### config.mk
export PLATFORM = sky130hd
export DESIGN_NAME = delayed_dual_exp_synapse_core_flat
export DESIGN_NICKNAME = d
export VERILOG_FILES = /design/src/rtl/dds_pkg.sv /design/src/rtl/dds_in_if.sv /design/src/rtl/dds_out_if.sv /design/src/rtl/dds_ctrl.sv /design/src/rtl/dds_queue.sv /design/src/rtl/dds_datapath.sv /design/src/rtl/delayed_dual_exp_synapse_core.sv /design/src/flat_wrapper.sv
export SDC_FILE = /design/constraint.sdc
export NUM_CORES = 2
export LEC_CHECK = 0
export ABC_AREA = 1
export BUFFER_PORTS_ARGS = -buffer_cell sky130_fd_sc_hd__buf_2
export CORE_MARGIN = 8
export CORE_UTILIZATION = 25
export CTS_CLUSTER_DIAMETER = 120
export CTS_CLUSTER_SIZE = 8
export DETAILED_ROUTE_END_ITERATION = 8
export GPL_TIMING_DRIVEN = 0
export HOLD_SLACK_MARGIN = 0.02
export PLACE_DENSITY = 0.4
export SLEW_MARGIN = 0
export SYNTH_ARGS = -nofsm -noshare
export SYNTH_HDL_FRONTEND = slang
export SYNTH_SLANG_ARGS = --single-unit
### constraint.sdc
create_clock -name clk -period 13.7 [get_ports clk]
set_clock_uncertainty 0.15 [all_clocks]
set_input_delay 2.74 -clock clk [delete_from_list [all_inputs] [get_ports clk]]
set_output_delay 2.74 -clock clk [all_outputs]
set_load 0.005 [all_outputs]
### src/rtl/dds_pkg.sv
// ----------------------------------------------------------------------------
// dds_pkg
// Shared types, constants and helper functions of the delayed dual
// exponential synapse core.
// ----------------------------------------------------------------------------
package dds_pkg;

  // Default depth of the pending spike queue
  localparam int unsigned PENDING_DEPTH_DEF = 16;

  // Field widths
  localparam int unsigned DATA_W    = 16;  // voltage and register width
  localparam int unsigned CUR_W     = 32;  // current, Q16.16
  localparam int unsigned TRACE_W   = 32;  // traces, Q16.16
  localparam int unsigned CFG_IDX_W = 3;

  // Due-time stamps: wide enough that the largest delay plus the longest
  // wait behind the queue front stays below half the stamp range
  localparam int unsigned TIME_W = 18;

  // Shared multiplier: signed 34 x signed 18
  localparam int unsigned MUL_A_W = 34;
  localparam int unsigned MUL_B_W = 18;
  localparam int unsigned PROD_W  = MUL_A_W + MUL_B_W;

  // Register reset values
  localparam logic [DATA_W-1:0] PEAK_RST     = 16'd6554;
  localparam logic [DATA_W-1:0] REVERSAL_RST = 16'hA600;  // -23040
  localparam logic [DATA_W-1:0] FALL_RST     = 16'd62000;
  localparam logic [DATA_W-1:0] RISE_RST     = 16'd53000;
  localparam logic [DATA_W-1:0] INV_PEAK_RST = 16'd4096;
  localparam logic [DATA_W-1:0] DELAY_RST    = 16'd0;

  // Saturation bounds of the current
  localparam logic [CUR_W-1:0] CUR_MAX = 32'h7FFF_FFFF;
  localparam logic [CUR_W-1:0] CUR_MIN = 32'h8000_0000;

  // Configuration register indexes
  typedef enum logic [CFG_IDX_W-1:0] {
    REG_PEAK       = 3'd0,
    REG_REVERSAL   = 3'd1,
    REG_FALL_DECAY = 3'd2,
    REG_RISE_DECAY = 3'd3,
    REG_INV_PEAK   = 3'd4,
    REG_DELAY      = 3'd5
  } cfg_reg_t;

  typedef struct packed {
    logic        [DATA_W-1:0] peak_conductance;
    logic signed [DATA_W-1:0] reversal_potential;
    logic        [DATA_W-1:0] fall_decay;
    logic        [DATA_W-1:0] rise_decay;
    logic        [DATA_W-1:0] inverse_peak;
    logic        [DATA_W-1:0] delay_ticks;
  } cfg_t;

  // Controller states
  typedef enum logic [3:0] {
    ST_IDLE,
    ST_READ,
    ST_APPLY,
    ST_MUL_F,
    ST_MUL_R,
    ST_DIFF,
    ST_MUL_G,
    ST_MUL_I,
    ST_DONE
  } dds_state_t;

  // Multiplier operand selection
  typedef enum logic [2:0] {
    MUL_NONE,
    MUL_FALL,
    MUL_RISE,
    MUL_COND,
    MUL_CURR
  } mul_op_t;

  // Commands from the controller
  typedef struct packed {
    logic    load_in;
    logic    prep;
    logic    apply;
    mul_op_t mul_op;
    logic    store_fall;
    logic    store_rise;
    logic    load_out;
  } cmd_t;

  // Queue status toward the datapath
  typedef struct packed {
    logic fire;
    logic full;
  } q_status_t;

  // Add the Q4.12 increment to a Q16.16 trace, saturate at all ones
  function automatic logic [TRACE_W-1:0] trace_sat_add(input logic [TRACE_W-1:0] t,
                                                       input logic [DATA_W-1:0] inc);
    logic [TRACE_W:0] s;
    s = {1'b0, t} + {13'd0, inc, 4'd0};
    return s[TRACE_W] ? {TRACE_W{1'b1}} : s[TRACE_W-1:0];
  endfunction

  // Floor-shift the product by 8 and clamp to the signed 32-bit range
  function automatic logic [CUR_W-1:0] sat_current(input logic [PROD_W-1:0] p);
    logic [12:0] hi;
    hi = p[PROD_W-1:39];
    if (hi == 13'h0000 || hi == 13'h1FFF) begin
      return p[39:8];
    end else if (p[PROD_W-1]) begin
      return CUR_MIN;
    end else begin
      return CUR_MAX;
    end
  endfunction

endpackage

### src/rtl/dds_in_if.sv
// ----------------------------------------------------------------------------
// dds_in_if
// Input channel: one tick of membrane voltage and presynaptic spike flag.
// ----------------------------------------------------------------------------
interface dds_in_if;
  logic                               valid;
  logic                               ready;
  logic signed [dds_pkg::DATA_W-1:0]  membrane_voltage;
  logic                               spike_now;

  modport source (output valid, membrane_voltage, spike_now, input ready);
  modport sink   (input valid, membrane_voltage, spike_now, output ready);
endinterface

### src/rtl/dds_out_if.sv
// ----------------------------------------------------------------------------
// dds_out_if
// Result channel: synaptic current and dropped-spike flag of one tick.
// ----------------------------------------------------------------------------
interface dds_out_if;
  logic                              valid;
  logic                              ready;
  logic signed [dds_pkg::CUR_W-1:0]  synaptic_current;
  logic                              spike_dropped;

  modport source (output valid, synaptic_current, spike_dropped, input ready);
  modport sink   (input valid, synaptic_current, spike_dropped, output ready);
endinterface

### src/rtl/dds_ctrl.sv
// ----------------------------------------------------------------------------
// dds_ctrl
// Sequencer of one tick: queue read, spike apply, the four multiplies of
// the shared multiplier and the output load.
// ----------------------------------------------------------------------------
module dds_ctrl (
  input  logic          clk,
  input  logic          rst_n,
  input  logic          in_valid,
  input  logic          out_free,
  output logic          in_ready,
  output dds_pkg::cmd_t cmd
);
  import dds_pkg::*;

  dds_state_t state_r;
  dds_state_t state_nxt;
  logic       accept;

  assign accept = in_valid && (state_r == ST_IDLE);

  // Advance state
  always_ff @(posedge clk) begin
    if (!rst_n) begin
      state_r <= ST_IDLE;
    end else begin
      state_r <= state_nxt;
    end
  end

  // Next state
  always_comb begin
    state_nxt = state_r;
    unique case (state_r)
      ST_IDLE:  if (in_valid) state_nxt = ST_READ;
      ST_READ:  state_nxt = ST_APPLY;
      ST_APPLY: state_nxt = ST_MUL_F;
      ST_MUL_F: state_nxt = ST_MUL_R;
      ST_MUL_R: state_nxt = ST_DIFF;
      ST_DIFF:  state_nxt = ST_MUL_G;
      ST_MUL_G: state_nxt = ST_MUL_I;
      ST_MUL_I: state_nxt = ST_DONE;
      ST_DONE:  if (out_free) state_nxt = ST_IDLE;
      default:  state_nxt = ST_IDLE;
    endcase
  end

  // Commands
  always_comb begin
    cmd      = '0;
    in_ready = 1'b0;
    unique case (state_r)
      ST_IDLE: begin
        in_ready    = 1'b1;
        cmd.load_in = in_valid;
      end
      ST_READ:  cmd.prep   = 1'b1;
      ST_APPLY: cmd.apply  = 1'b1;
      ST_MUL_F: cmd.mul_op = MUL_FALL;
      ST_MUL_R: begin
        cmd.mul_op     = MUL_RISE;
        cmd.store_fall = 1'b1;
      end
      ST_DIFF:  cmd.store_rise = 1'b1;
      ST_MUL_G: cmd.mul_op     = MUL_COND;
      ST_MUL_I: cmd.mul_op     = MUL_CURR;
      ST_DONE:  cmd.load_out   = out_free;
      default: begin
        cmd      = '0;
        in_ready = 1'b0;
      end
    endcase
  end

`ifndef SYNTHESIS
  a_accept_starts_tick: assert property (@(posedge clk) disable iff (!rst_n)
    accept |=> state_r == ST_READ)
    else $error("transfer did not start a tick");

  a_done_holds: assert property (@(posedge clk) disable iff (!rst_n)
    (state_r == ST_DONE && !out_free) |=> state_r == ST_DONE)
    else $error("result left while output register full");
`endif

endmodule

### src/rtl/dds_queue.sv
// ----------------------------------------------------------------------------
// dds_queue
// Pending spike queue. Each entry holds the tick stamp at which the spike
// falls due; the front fires once the tick counter has reached its stamp.
// ----------------------------------------------------------------------------
module dds_queue #(
  parameter int unsigned PENDING_DEPTH = dds_pkg::PENDING_DEPTH_DEF
) (
  input  logic                        clk,
  input  logic                        rst_n,
  input  dds_pkg::cmd_t               cmd,
  input  logic                        spike_now,
  input  logic [dds_pkg::DATA_W-1:0]  delay_ticks,
  output dds_pkg::q_status_t          status
);
  import dds_pkg::*;

  localparam int unsigned IDX_W = (PENDING_DEPTH > 1) ? $clog2(PENDING_DEPTH) : 1;
  localparam int unsigned CNT_W = $clog2(PENDING_DEPTH + 1);

  logic [TIME_W-1:0] mem [PENDING_DEPTH];
  logic [TIME_W-1:0] rd_r;
  logic [TIME_W-1:0] tick_r, tick_nxt;
  logic [IDX_W-1:0]  head_r, head_nxt;
  logic [IDX_W-1:0]  tail_r, tail_nxt;
  logic [CNT_W-1:0]  count_r, count_nxt;
  logic [TIME_W-1:0] stamp;
  logic [TIME_W-1:0] elapsed;
  logic              full;
  logic              enq;
  logic              deq;
  logic              fire;

  assign full    = (count_r == CNT_W'(PENDING_DEPTH));
  assign enq     = cmd.load_in && spike_now && !full;
  assign stamp   = tick_r + TIME_W'(delay_ticks);
  // Front is due when the signed distance from its stamp is not negative
  assign elapsed = tick_r - rd_r;
  assign fire    = (count_r != '0) && !elapsed[TIME_W-1];
  assign deq     = cmd.apply && fire;

  assign status.fire = fire;
  assign status.full = full;

  // Write the due stamp at the tail; the front is read through a register
  always_ff @(posedge clk) begin
    if (enq) begin
      mem[tail_r] <= stamp;
    end
    rd_r <= mem[head_r];
  end

  // Pointer, count and tick updates
  always_comb begin
    head_nxt  = head_r;
    tail_nxt  = tail_r;
    count_nxt = count_r;
    tick_nxt  = tick_r;
    if (enq) begin
      tail_nxt  = (tail_r == IDX_W'(PENDING_DEPTH - 1)) ? '0 : tail_r + 1'b1;
      count_nxt = count_r + 1'b1;
    end
    if (deq) begin
      head_nxt  = (head_r == IDX_W'(PENDING_DEPTH - 1)) ? '0 : head_r + 1'b1;
      count_nxt = count_r - 1'b1;
    end
    if (cmd.apply) begin
      tick_nxt = tick_r + 1'b1;
    end
  end

  always_ff @(posedge clk) begin
    if (!rst_n) begin
      head_r  <= '0;
      tail_r  <= '0;
      count_r <= '0;
      tick_r  <= '0;
    end else begin
      head_r  <= head_nxt;
      tail_r  <= tail_nxt;
      count_r <= count_nxt;
      tick_r  <= tick_nxt;
    end
  end

`ifndef SYNTHESIS
  a_count_bound: assert property (@(posedge clk) disable iff (!rst_n)
    count_r <= CNT_W'(PENDING_DEPTH))
    else $error("queue count above depth");

  a_empty_ptrs: assert property (@(posedge clk) disable iff (!rst_n)
    count_r == '0 |-> head_r == tail_r)
    else $error("empty queue with split pointers");
`endif

endmodule

### src/rtl/dds_datapath.sv
// ----------------------------------------------------------------------------
// dds_datapath
// Traces, shared multiplier and output register of the synapse core.
// ----------------------------------------------------------------------------
module dds_datapath (
  input  logic                               clk,
  input  logic                               rst_n,
  input  dds_pkg::cmd_t                      cmd,
  input  dds_pkg::cfg_t                      cfg,
  input  dds_pkg::q_status_t                 q_status,
  input  logic signed [dds_pkg::DATA_W-1:0]  membrane_voltage,
  input  logic                               spike_now,
  input  logic                               out_ready,
  output logic                               out_valid,
  output logic signed [dds_pkg::CUR_W-1:0]   out_synaptic_current,
  output logic                               out_spike_dropped,
  output logic                               out_free
);
  import dds_pkg::*;

  logic        [TRACE_W-1:0]  fall_r, fall_nxt;
  logic        [TRACE_W-1:0]  rise_r, rise_nxt;
  logic signed [DATA_W-1:0]   vm_r;
  logic                       drop_r;
  logic signed [MUL_B_W-1:0]  drive_r;
  logic        [TRACE_W:0]    diff_r;
  logic signed [PROD_W-1:0]   prod_r;
  logic signed [MUL_A_W-1:0]  mul_a;
  logic signed [MUL_B_W-1:0]  mul_b;
  logic                       out_valid_r, out_valid_nxt;
  logic        [CUR_W-1:0]    out_cur_r;
  logic                       out_drop_r;

  assign out_free = !out_valid_r || out_ready;

  // Latch the tick's inputs and the drive voltage
  always_ff @(posedge clk) begin
    if (cmd.load_in) begin
      vm_r   <= membrane_voltage;
      drop_r <= spike_now && q_status.full;
    end
    if (cmd.prep) begin
      drive_r <= {{(MUL_B_W-DATA_W){cfg.reversal_potential[DATA_W-1]}},
                  cfg.reversal_potential}
               - {{(MUL_B_W-DATA_W){vm_r[DATA_W-1]}}, vm_r};
    end
  end

  // Trace updates: spike increment, then decayed value from the multiplier
  always_comb begin
    fall_nxt = fall_r;
    rise_nxt = rise_r;
    if (cmd.apply && q_status.fire) begin
      fall_nxt = trace_sat_add(fall_r, cfg.inverse_peak);
      rise_nxt = trace_sat_add(rise_r, cfg.inverse_peak);
    end
    if (cmd.store_fall) begin
      fall_nxt = prod_r[47:16];
    end
    if (cmd.store_rise) begin
      rise_nxt = prod_r[47:16];
    end
  end

  always_ff @(posedge clk) begin
    if (!rst_n) begin
      fall_r <= '0;
      rise_r <= '0;
    end else begin
      fall_r <= fall_nxt;
      rise_r <= rise_nxt;
    end
  end

  // Trace difference, taken as the decayed rise trace lands
  always_ff @(posedge clk) begin
    if (cmd.store_rise) begin
      diff_r <= {1'b0, fall_r} - {1'b0, prod_r[47:16]};
    end
  end

  // Select multiplier operands
  always_comb begin
    case (cmd.mul_op)
      MUL_FALL: begin
        mul_a = {2'b00, fall_r};
        mul_b = {2'b00, cfg.fall_decay};
      end
      MUL_RISE: begin
        mul_a = {2'b00, rise_r};
        mul_b = {2'b00, cfg.rise_decay};
      end
      MUL_COND: begin
        mul_a = {diff_r[TRACE_W], diff_r};
        mul_b = {2'b00, cfg.peak_conductance};
      end
      MUL_CURR: begin
        mul_a = prod_r[49:16];  // conductance, floor of product over 2^16
        mul_b = drive_r;
      end
      default: begin
        mul_a = '0;
        mul_b = '0;
      end
    endcase
  end

  // Shared multiplier, registered product
  always_ff @(posedge clk) begin
    if (cmd.mul_op != MUL_NONE) begin
      prod_r <= mul_a * mul_b;
    end
  end

  // Output register: load on finish, drop on transfer
  always_comb begin
    out_valid_nxt = out_valid_r;
    if (cmd.load_out) begin
      out_valid_nxt = 1'b1;
    end else if (out_ready) begin
      out_valid_nxt = 1'b0;
    end
  end

  always_ff @(posedge clk) begin
    if (!rst_n) begin
      out_valid_r <= 1'b0;
    end else begin
      out_valid_r <= out_valid_nxt;
    end
  end

  always_ff @(posedge clk) begin
    if (cmd.load_out) begin
      out_cur_r  <= sat_current(prod_r);
      out_drop_r <= drop_r;
    end
  end

  assign out_valid            = out_valid_r;
  assign out_synaptic_current = out_cur_r;
  assign out_spike_dropped    = out_drop_r;

`ifndef SYNTHESIS
  a_load_when_free: assert property (@(posedge clk) disable iff (!rst_n)
    cmd.load_out |-> out_free)
    else $error("output register overwritten");
`endif

endmodule

### src/rtl/delayed_dual_exp_synapse_core.sv
// A tick runs from the input transfer through the registered read of the
// pending-spike queue front, the spike apply step and the single shared
// 34x18 multiplier, used four times per tick (fall decay, rise decay,
// conductance, current), to the result standing in the output register.
// No new tick is taken before that result is loaded, and a result waits
// while the previous one is still not taken. The output register lets a new
// tick enter while the previous result still waits. Spikes are held in a
// queue of PENDING_DEPTH due stamps; a spike that finds it full is dropped
// and flagged. Configuration registers are to be written through the cfg
// port only while the block is idle; the user must keep to this, as the
// block does not enforce it. Writes to unknown indexes are ignored.
// ----------------------------------------------------------------------------
// delayed_dual_exp_synapse_core
// Top level: configuration registers, controller, spike queue and datapath.
// ----------------------------------------------------------------------------
module delayed_dual_exp_synapse_core #(
  parameter int unsigned PENDING_DEPTH = dds_pkg::PENDING_DEPTH_DEF
) (
  input  logic                                clk,
  input  logic                                rst_n,
  dds_in_if.sink                              in_ch,
  dds_out_if.source                           out_ch,
  input  logic                                cfg_we,
  input  logic [dds_pkg::CFG_IDX_W-1:0]       cfg_index,
  input  logic [dds_pkg::DATA_W-1:0]          cfg_data
);
  import dds_pkg::*;

  cfg_t      cfg_r, cfg_nxt;
  cmd_t      cmd;
  q_status_t q_status;
  logic      in_ready;
  logic      out_free;
  logic      out_valid;
  logic signed [CUR_W-1:0] out_current;
  logic      out_dropped;

  // Decode configuration writes
  always_comb begin
    cfg_nxt = cfg_r;
    if (cfg_we) begin
      unique case (cfg_index)
        REG_PEAK:       cfg_nxt.peak_conductance   = cfg_data;
        REG_REVERSAL:   cfg_nxt.reversal_potential = cfg_data;
        REG_FALL_DECAY: cfg_nxt.fall_decay         = cfg_data;
        REG_RISE_DECAY: cfg_nxt.rise_decay         = cfg_data;
        REG_INV_PEAK:   cfg_nxt.inverse_peak       = cfg_data;
        REG_DELAY:      cfg_nxt.delay_ticks        = cfg_data;
        default:        cfg_nxt = cfg_r;
      endcase
    end
  end

  always_ff @(posedge clk) begin
    if (!rst_n) begin
      cfg_r.peak_conductance   <= PEAK_RST;
      cfg_r.reversal_potential <= REVERSAL_RST;
      cfg_r.fall_decay         <= FALL_RST;
      cfg_r.rise_decay         <= RISE_RST;
      cfg_r.inverse_peak       <= INV_PEAK_RST;
      cfg_r.delay_ticks        <= DELAY_RST;
    end else begin
      cfg_r <= cfg_nxt;
    end
  end

  dds_ctrl u_ctrl (
    .clk      (clk),
    .rst_n    (rst_n),
    .in_valid (in_ch.valid),
    .out_free (out_free),
    .in_ready (in_ready),
    .cmd      (cmd)
  );

  dds_queue #(
    .PENDING_DEPTH (PENDING_DEPTH)
  ) u_queue (
    .clk         (clk),
    .rst_n       (rst_n),
    .cmd         (cmd),
    .spike_now   (in_ch.spike_now),
    .delay_ticks (cfg_r.delay_ticks),
    .status      (q_status)
  );

  dds_datapath u_datapath (
    .clk                  (clk),
    .rst_n                (rst_n),
    .cmd                  (cmd),
    .cfg                  (cfg_r),
    .q_status             (q_status),
    .membrane_voltage     (in_ch.membrane_voltage),
    .spike_now            (in_ch.spike_now),
    .out_ready            (out_ch.ready),
    .out_valid            (out_valid),
    .out_synaptic_current (out_current),
    .out_spike_dropped    (out_dropped),
    .out_free             (out_free)
  );

  // Drive the channel ports
  assign in_ch.ready             = in_ready;
  assign out_ch.valid            = out_valid;
  assign out_ch.synaptic_current = out_current;
  assign out_ch.spike_dropped    = out_dropped;

endmodule
### src/flat_wrapper.sv
// flat-port wrapper written by rule: the top's interface ports become plain ports
module delayed_dual_exp_synapse_core_flat import dds_pkg::*;
#(
  parameter int unsigned PENDING_DEPTH = dds_pkg::PENDING_DEPTH_DEF
)
  (clk, rst_n, cfg_we, cfg_index, cfg_data, in_ch_valid, in_ch_membrane_voltage, in_ch_spike_now, in_ch_ready, out_ch_valid, out_ch_synaptic_current, out_ch_spike_dropped, out_ch_ready);
  dds_in_if in_ch_i ();
  dds_out_if out_ch_i ();
  input  logic clk;
  input  logic rst_n;
  input  logic cfg_we;
  input  logic [dds_pkg::CFG_IDX_W-1:0] cfg_index;
  input  logic [dds_pkg::DATA_W-1:0] cfg_data;
  input wire logic [$bits(in_ch_i.valid)-1:0] in_ch_valid;
  input wire logic [$bits(in_ch_i.membrane_voltage)-1:0] in_ch_membrane_voltage;
  input wire logic [$bits(in_ch_i.spike_now)-1:0] in_ch_spike_now;
  output wire logic [$bits(in_ch_i.ready)-1:0] in_ch_ready;
  output wire logic [$bits(out_ch_i.valid)-1:0] out_ch_valid;
  output wire logic [$bits(out_ch_i.synaptic_current)-1:0] out_ch_synaptic_current;
  output wire logic [$bits(out_ch_i.spike_dropped)-1:0] out_ch_spike_dropped;
  input wire logic [$bits(out_ch_i.ready)-1:0] out_ch_ready;
  assign in_ch_i.valid = in_ch_valid;
  assign in_ch_i.membrane_voltage = in_ch_membrane_voltage;
  assign in_ch_i.spike_now = in_ch_spike_now;
  assign in_ch_ready = in_ch_i.ready;
  assign out_ch_valid = out_ch_i.valid;
  assign out_ch_synaptic_current = out_ch_i.synaptic_current;
  assign out_ch_spike_dropped = out_ch_i.spike_dropped;
  assign out_ch_i.ready = out_ch_ready;
  delayed_dual_exp_synapse_core #(.PENDING_DEPTH(PENDING_DEPTH)) u_core (.clk(clk), .rst_n(rst_n), .in_ch(in_ch_i), .out_ch(out_ch_i), .cfg_we(cfg_we), .cfg_index(cfg_index), .cfg_data(cfg_data));
endmodule
## Yosys cells after proc, flatten, opt, wreduce, memory -nomap -nowiden

Memories as Yosys holds them, arrays and structs flattened. A register that Yosys moved wholly into a read port is not among the register bits.
Cells that the tools add are included.

- Register bits: 349
- RAM bits: 288
- Output and inout bits: 35
- Word-level logic and storage cells: 112
- Memories kept: 1

- Add/subtract/negate cells: 11
- $mul: 1
- Eq/ne operators: 23
- Mux-type cells: 29
- Reduce and logical (&&, ||, !) cells: 26

Memory list:

| name | depth | width | read ports | clocked after Yosys merged registers in | wr ports | RTL line | RTL |
|---|---|---|---|---|---|---|---|
| u_core.u_queue.mem | 16 | 18 | 1 | 1 | 1 | dds_queue.sv:21 | `logic [TIME_W-1:0] mem [PENDING_DEPTH];` |

Operator list:

| kind | count |
|---|---|
| 32-bit two-way mux | 8 |
| 34-bit case mux with 4 select lines | 1 |
| 18-bit case mux with 4 select lines | 1 |
| 32-bit by 20-bit adder with 33-bit output | 2 |
| 34-bit by 18-bit multiplier with 52-bit output | 1 |
| 4-bit case mux with 9 select lines | 1 |
| 32-bit by 32-bit subtractor with 33-bit output | 1 |
| 18-bit by 1-bit adder with 18-bit output (second input constant) | 1 |
| 18-bit by 16-bit adder with 18-bit output | 1 |
| 18-bit subtractor | 1 |
| 16-bit by 16-bit subtractor with 17-bit output | 1 |
| 4-bit by 3-bit equality test with 1-bit output (second input constant) | 4 |
| 4-bit two-way mux | 4 |
| 2-bit AND reduction | 7 |
| 13-bit equality test (second input constant) | 1 |
| 13-bit zero test | 1 |
| 3-bit by 2-bit equality test with 1-bit output (second input constant) | 4 |
| 4-bit equality test (second input constant) | 3 |
| 3-bit case mux with 4 select lines | 1 |
| 1-bit two-way mux | 11 |
| 5-bit two-way mux | 2 |
| 3-bit equality test (second input constant) | 3 |
| 4-bit by 1-bit adder with 4-bit output (second input constant) | 2 |
| 4-bit by 2-bit equality test with 1-bit output (second input constant) | 2 |
| other kinds (14) | 26 |

## Depth between registers and ports, before layout

- Word-level depth: 6
- Depth in mapped cells: 38

## By module

From an unflattened synthesis, not the netlist that was laid out.

- Cell total of the unflattened synthesis: 5950
- Area, all modules: 52554.2 sq um

Modules (own cells, without submodules):

| module | times used | cells each | area each (sq um) | seq. area each (sq um) |
|---|---|---|---|---|
| dds_datapath | 1 | 4150 | 34149.0 | 5625.4 |
| dds_queue | 1 | 1235 | 14372.5 | 9629.2 |
| delayed_dual_exp_synapse_core | 1 | 525 | 3748.6 | 1921.8 |
| dds_ctrl | 1 | 40 | 284.0 | 80.1 |

## Worst setup path before layout

No wires, ideal clock.

- Kind: register to register
- Start point: register u_core.u_ctrl.state_r[0]
- End point: register u_core.u_datapath.prod_r[51] (data pin)
- Arrival time: 6.478 ns
- Required time: 13.298 ns
- Setup slack: 6.819 ns
- Stages on the path, launching flop included: 27
- Path buffers: 3
- Period minus slack after synthesis: 6.881 ns
- Cell sequence: dfxtp_1 nand2_1 nor2_1 buf_4 clkinv_2 buf_4 o22ai_2 inv_1 buf_2 nor2_1 inv_1 fa_1 inv_1 fa_1 fa_1 fa_1 fa_1 fa_1 ha_1 a21oi_1 o21ai_0 a21oi_1 nor2_1 nor3_1 nand2_1 nand2_1 nand2_1

- Word-level cells in the longest chain between the ends: 5

RTL lines:

| item | RTL line | RTL |
|---|---|---|
| start: declaration | dds_ctrl.sv:16 | `dds_state_t state_r;` |
| start signal: assignment | dds_ctrl.sv:27 | `state_r <= state_nxt;` |
| 4-bit by 3-bit equality test with 1-bit output or 4-bit by 2-bit equality test with 1-bit output (tied branches) | dds_ctrl.sv:52 | `unique case (state_r)` |
| 3-bit case mux with 4 select lines * | dds_ctrl.sv:52 |  |
| 3-bit equality test (tied with other cells) | dds_datapath.sv:84 | `case (cmd.mul_op)` |
| 34-bit case mux with 4 select lines or 18-bit case mux with 4 select lines (tied branches) | dds_datapath.sv:84 |  |
| 34-bit by 18-bit multiplier with 52-bit output * | dds_datapath.sv:111 | `prod_r <= mul_a * mul_b;` |
| end signal: assignment | dds_datapath.sv:111 |  |
| end: declaration | dds_datapath.sv:27 | `logic signed [PROD_W-1:0] prod_r;` |

Every way passes the cells marked *; elsewhere a longest branch is shown, timed or not.
A chain may end at the register's enable or synchronous reset.

## Worst setup path after layout

- Start point: register u_core.u_ctrl.state_r[3]
- End point: register u_core.u_datapath.prod_r[47] (data pin)

Same word-level chain as after synthesis.

==> flow_summary.toml <==
[placement]
port_buffers = 74
gp_congestion = 0.9270
place_hpwl_um = 167300

[final_layout]
area_delta_synth_final_pct = 14.06
diodes = 0
final_nets = 7053
final_core_util = 0.2862
drive_gt1_frac = 0.06462

[global_routing]
grt_pass1_vias = 42720
grt_pass1_wl_um = 299200
antenna_found_initial = 9
grt_max_degree = 32
overflow = 0
grtUsageTotal = 0.1802

[die]
dieArea_um2 = 224600
fp-row-count = 168
core_area_um2 = 208900
die_h_um = 473.9
start_util = 0.2509
io_pins = 76
die_w_um = 473.9

[clock_tree]
cts-buffers-inserted = 92
clk_pin_slew_worst_paths_ps = 60
root_buffer = "clkbuf_16"
worstSkewPairLatency_ps = 700
postCtsHoldBufs = 0
h-tree-depth = 3
cts_tree = "yes"
post_cts_buffers = 0
post_cts_resized = 0
clock_sink_count = 646
cts_buffer_depth = 3

[detailed_routing]
wl_per_cell_um = 22.81
vias = 42080
ant_nets = 0
drt_first_pass_iters = 6
drt_wl_total_um = 206600
drc = 0
post_drt_via_cell_ratio = 4.647
detail_route.iter0.violations = 3300

[critical_path]
startpoint_type = "register"
worst-path-buf-inv = 6
reg2reg_depth = 25
max_stage_delay_ps = 820
crit_arrival_ps = 10100
cpMaxStageDelayCell = "clkbuf_1"
crit_fanout = 10
cpMostUsedCell = "fa_1"
critical_path_class = "reg -> reg"
reg2reg_setup_slack_ps = 3850
worstReg2RegEnd = "u_core.u_datapath.prod_r[47]"
crit_family = "adder cells"
crit_path_end_kind = "register"
r2r-start = "u_core.u_ctrl.state_r[3]"
cp.required_ps = 13950

[yosys]
ys_seq_elements = 646
muxShareOfSynthArea = 0.004964
synth_edf_count = 432
ys_types = 55
yosys.area_share.simple = 0.1712
synthXorXnorAreaFrac = 0.02239
synthFlopType = "edfxtp_1"
ys_seq_area_frac = 0.3291
synthCells = 5980
synth_nets = 6852
avgSynthCellArea_um2 = 8.767
ys_async_sr_fraction = 0
synth_area_um2 = 52430
synth-compound-area-share = 0.09391
yosys_warnings = 0
synth_top_family_by_area = "adder cells"
synthAdderAreaFrac = 0.2829

[job]
drv_cap = 0

[sta]
whs_ps = 280.8
tightest_slew_ps = 1303
fmax_mhz = 101.5
post-route-period-util = 0.7189
rsz0062_at_grt = "false"
relSlewSlack = 0.1279
tns_ps = 0
hold_violations = 0
layout_min_cycle_time_ps = 9849
slew_violations = 0
setup_viol = 0

[worst_hold_path]
holdPathEnd = "u_core.u_datapath.out_spike_dropped"
min_from = "u_core.u_datapath.drop_r"
hold_class = "reg -> reg"
hold_depth = 0

[pwr]
total_power_mw = 4.918
p_leak_nw = 25.79
powerDensity_nw_per_um2 = 82.25
peakVddDrop_mv = 0.08807

[run_status]
outcome = "complete, no violations"
==> synth_stat cells (12+ instances only) <==
cell / n / area [µm²]
inv_1: 1066 / 4001
nand2_1: 992 / 3724
nor2_1: 876 / 3288
fa_1: 591 / 11830
edfxtp_1: 432 / 12970
o21ai_0: 350 / 1752
a21oi_1: 255 / 1276
ha_1: 240 / 3003
dfxtp_1: 214 / 4284
nand3_1: 173 / 865.8
clkbuf_1: 111 / 416.7
xor2_1: 93 / 814.5
buf_2: 75 / 375.4
o32ai_1: 46 / 402.9
nor3_1: 41 / 205.2
xnor2_1: 41 / 359.1
nand4_1: 35 / 219.0
mux2i_1: 26 / 260.3
o221ai_1: 26 / 227.7
o211ai_1: 25 / 187.7
inv_2: 24 / 90.09
a21o_1: 19 / 142.6
nor2_2: 19 / 118.9
o22ai_1: 19 / 118.9
nor4_1: 18 / 112.6
o21bai_1: 17 / 127.6
a22o_1: 15 / 131.4
a31oi_1: 12 / 75.07
clkinv_1: 12 / 45.04
o21a_1: 12 / 90.09
==> area by class of cell <==
type | instances | area [µm²]
fillers | 22610 | 149100
multi-input cells | 4032 | 30350
flip-flops and latches | 646 | 17260
inverters | 1103 | 4141
well taps | 2805 | 3510
clock buffers | 156 | 2585
repair buffers | 107 | 908.4
plain buffers | 199 | 864.6
clock inverters | 9 | 186.4
==> stage by stage <==
stage | setup slack (ps) | instance area [µm²] | instances
4_1_cts | 4234 | 59800 | 9057
3_5_place_dp | 4236 | 57030 | 8892
3_3_place_gp | 3787 | 56310 | 8859
2_1_floorplan | 6819 | 52430 | 5980
5_1_grt | 3740 | 59800 | 9057
6_report | 3851 | 59800 | 9057
==> worst max path at each step <==
stage / endpoint / cells past startpoint / slack [ps] / from
final: u_core.u_datapath.prod_r[47] / 25 / 3850 / u_core.u_ctrl.state_r[3]
after global placement: u_core.u_datapath.prod_r[47] / 27 / 3790 / u_core.u_ctrl.state_r[3]
after CTS: u_core.u_datapath.prod_r[47] / 27 / 4230 / u_core.u_ctrl.state_r[0]
after global routing: u_core.u_datapath.prod_r[39] / 31 / 3740 / u_core.u_ctrl.state_r[3]
after floorplan: u_core.u_datapath.prod_r[51] / 26 / 6820 / u_core.u_ctrl.state_r[0]
after detailed placement: u_core.u_datapath.prod_r[39] / 31 / 4240 / u_core.u_ctrl.state_r[3]
==> worst reg2reg max path, cell delays in order, from the launching register on <==
cell      delay (ps)
dfxtp_1          380
nor2_2           340
inv_1            140
nor2_2           660
clkbuf_1         680
nand2_1          110
nand4_1          410
clkbuf_1         830
nand2_1          160
fa_1             510
inv_1             60
fa_1             490
fa_1             550
fa_1             440
fa_1             490
inv_1             50
fa_1             530
inv_1             60
ha_1             380
a21oi_1          270
o21ai_0          260
a21oi_1          560
o21ai_0          160
a21oi_1          440
nand3_1          260
xor2_1           200
==> routing by layer <==
| layer | part of all wire | GRT usage |
|---|---|---|
| met1 | 0.45 | 0.2489 |
| met2 | 0.46 | 0.2947 |
| met3 | 0.047 | 0.02031 |
| met4 | 0.039 | 0.05949 |
| met5 | 0.00013 | 0 |
==> report_power, final <==
part	switching (mW)	total, mW	internal, mW	leakage [nW]
clock	0.941	2.23	1.29	1.30
combinational	0.369	0.501	0.132	18.7
sequential	0.0504	2.19	2.14	5.75
total	1.36	4.92	3.56	25.8
==> registers in the layout, summed over array words and instances (netlist names) <==
name	cells
u_core.u_datapath.out_spike_dropped	1
u_core.u_queue.tail_r	4
u_core.u_queue.count_r	5
u_core.u_queue.head_r	4
u_core.u_datapath.drop_r	1
u_core.u_ctrl.state_r	4
u_core.u_datapath.vm_r	16
u_core.u_datapath.fall_r	32
u_core.u_datapath.prod_r	44
u_core.u_datapath.drive_r	17
u_core.u_datapath.diff_r	33
u_core.u_datapath.out_valid	1
u_core.u_queue.mem	288
u_core.u_queue.tick_r	18
u_core.u_queue.rd_r	18
u_core.u_datapath.out_synaptic_current	32
u_core.u_datapath.rise_r	32
u_core.cfg_r	96
==> cell usage in the layout (no fill, tap or decap), drive strengths merged, types with 4 or more instances in the layout <==
cell	instances
nand3b	6
or2	4
a21boi	8
nor4	27
buf	195
inv	1090
o211ai	25
nand3	174
a21oi	255
o221ai	26
o21a	12
nor3b	4
a22o	15
o21ai	358
clkbuf	267
o21bai	17
nor2	896
a211oi	6
clkinv	20
ha	240
xor2	93
a31oi	12
a22oi	9
xnor2	41
nor3	44
edfxtp	432
a221oi	9
mux2i	26
o32ai	46
dfxtp	214
a21o	19
fa	591
o22ai	20
nand4	36
nand2	1002
==> kinds of logic (layout without fill, tap and decap cells) <==
family | Yosys count | in the layout
AND/OR/NAND/NOR | 2196 | 2196
multiplexers | 26 | 26
flip-flops | 646 | 646
buffers and inverters | 1302 | 1574
AO/OA/AOI/OAI | 845 | 845
adder cells (fa/ha/maj) | 831 | 831
XOR/XNOR | 134 | 134
Power figures use the tool's default switching activity.
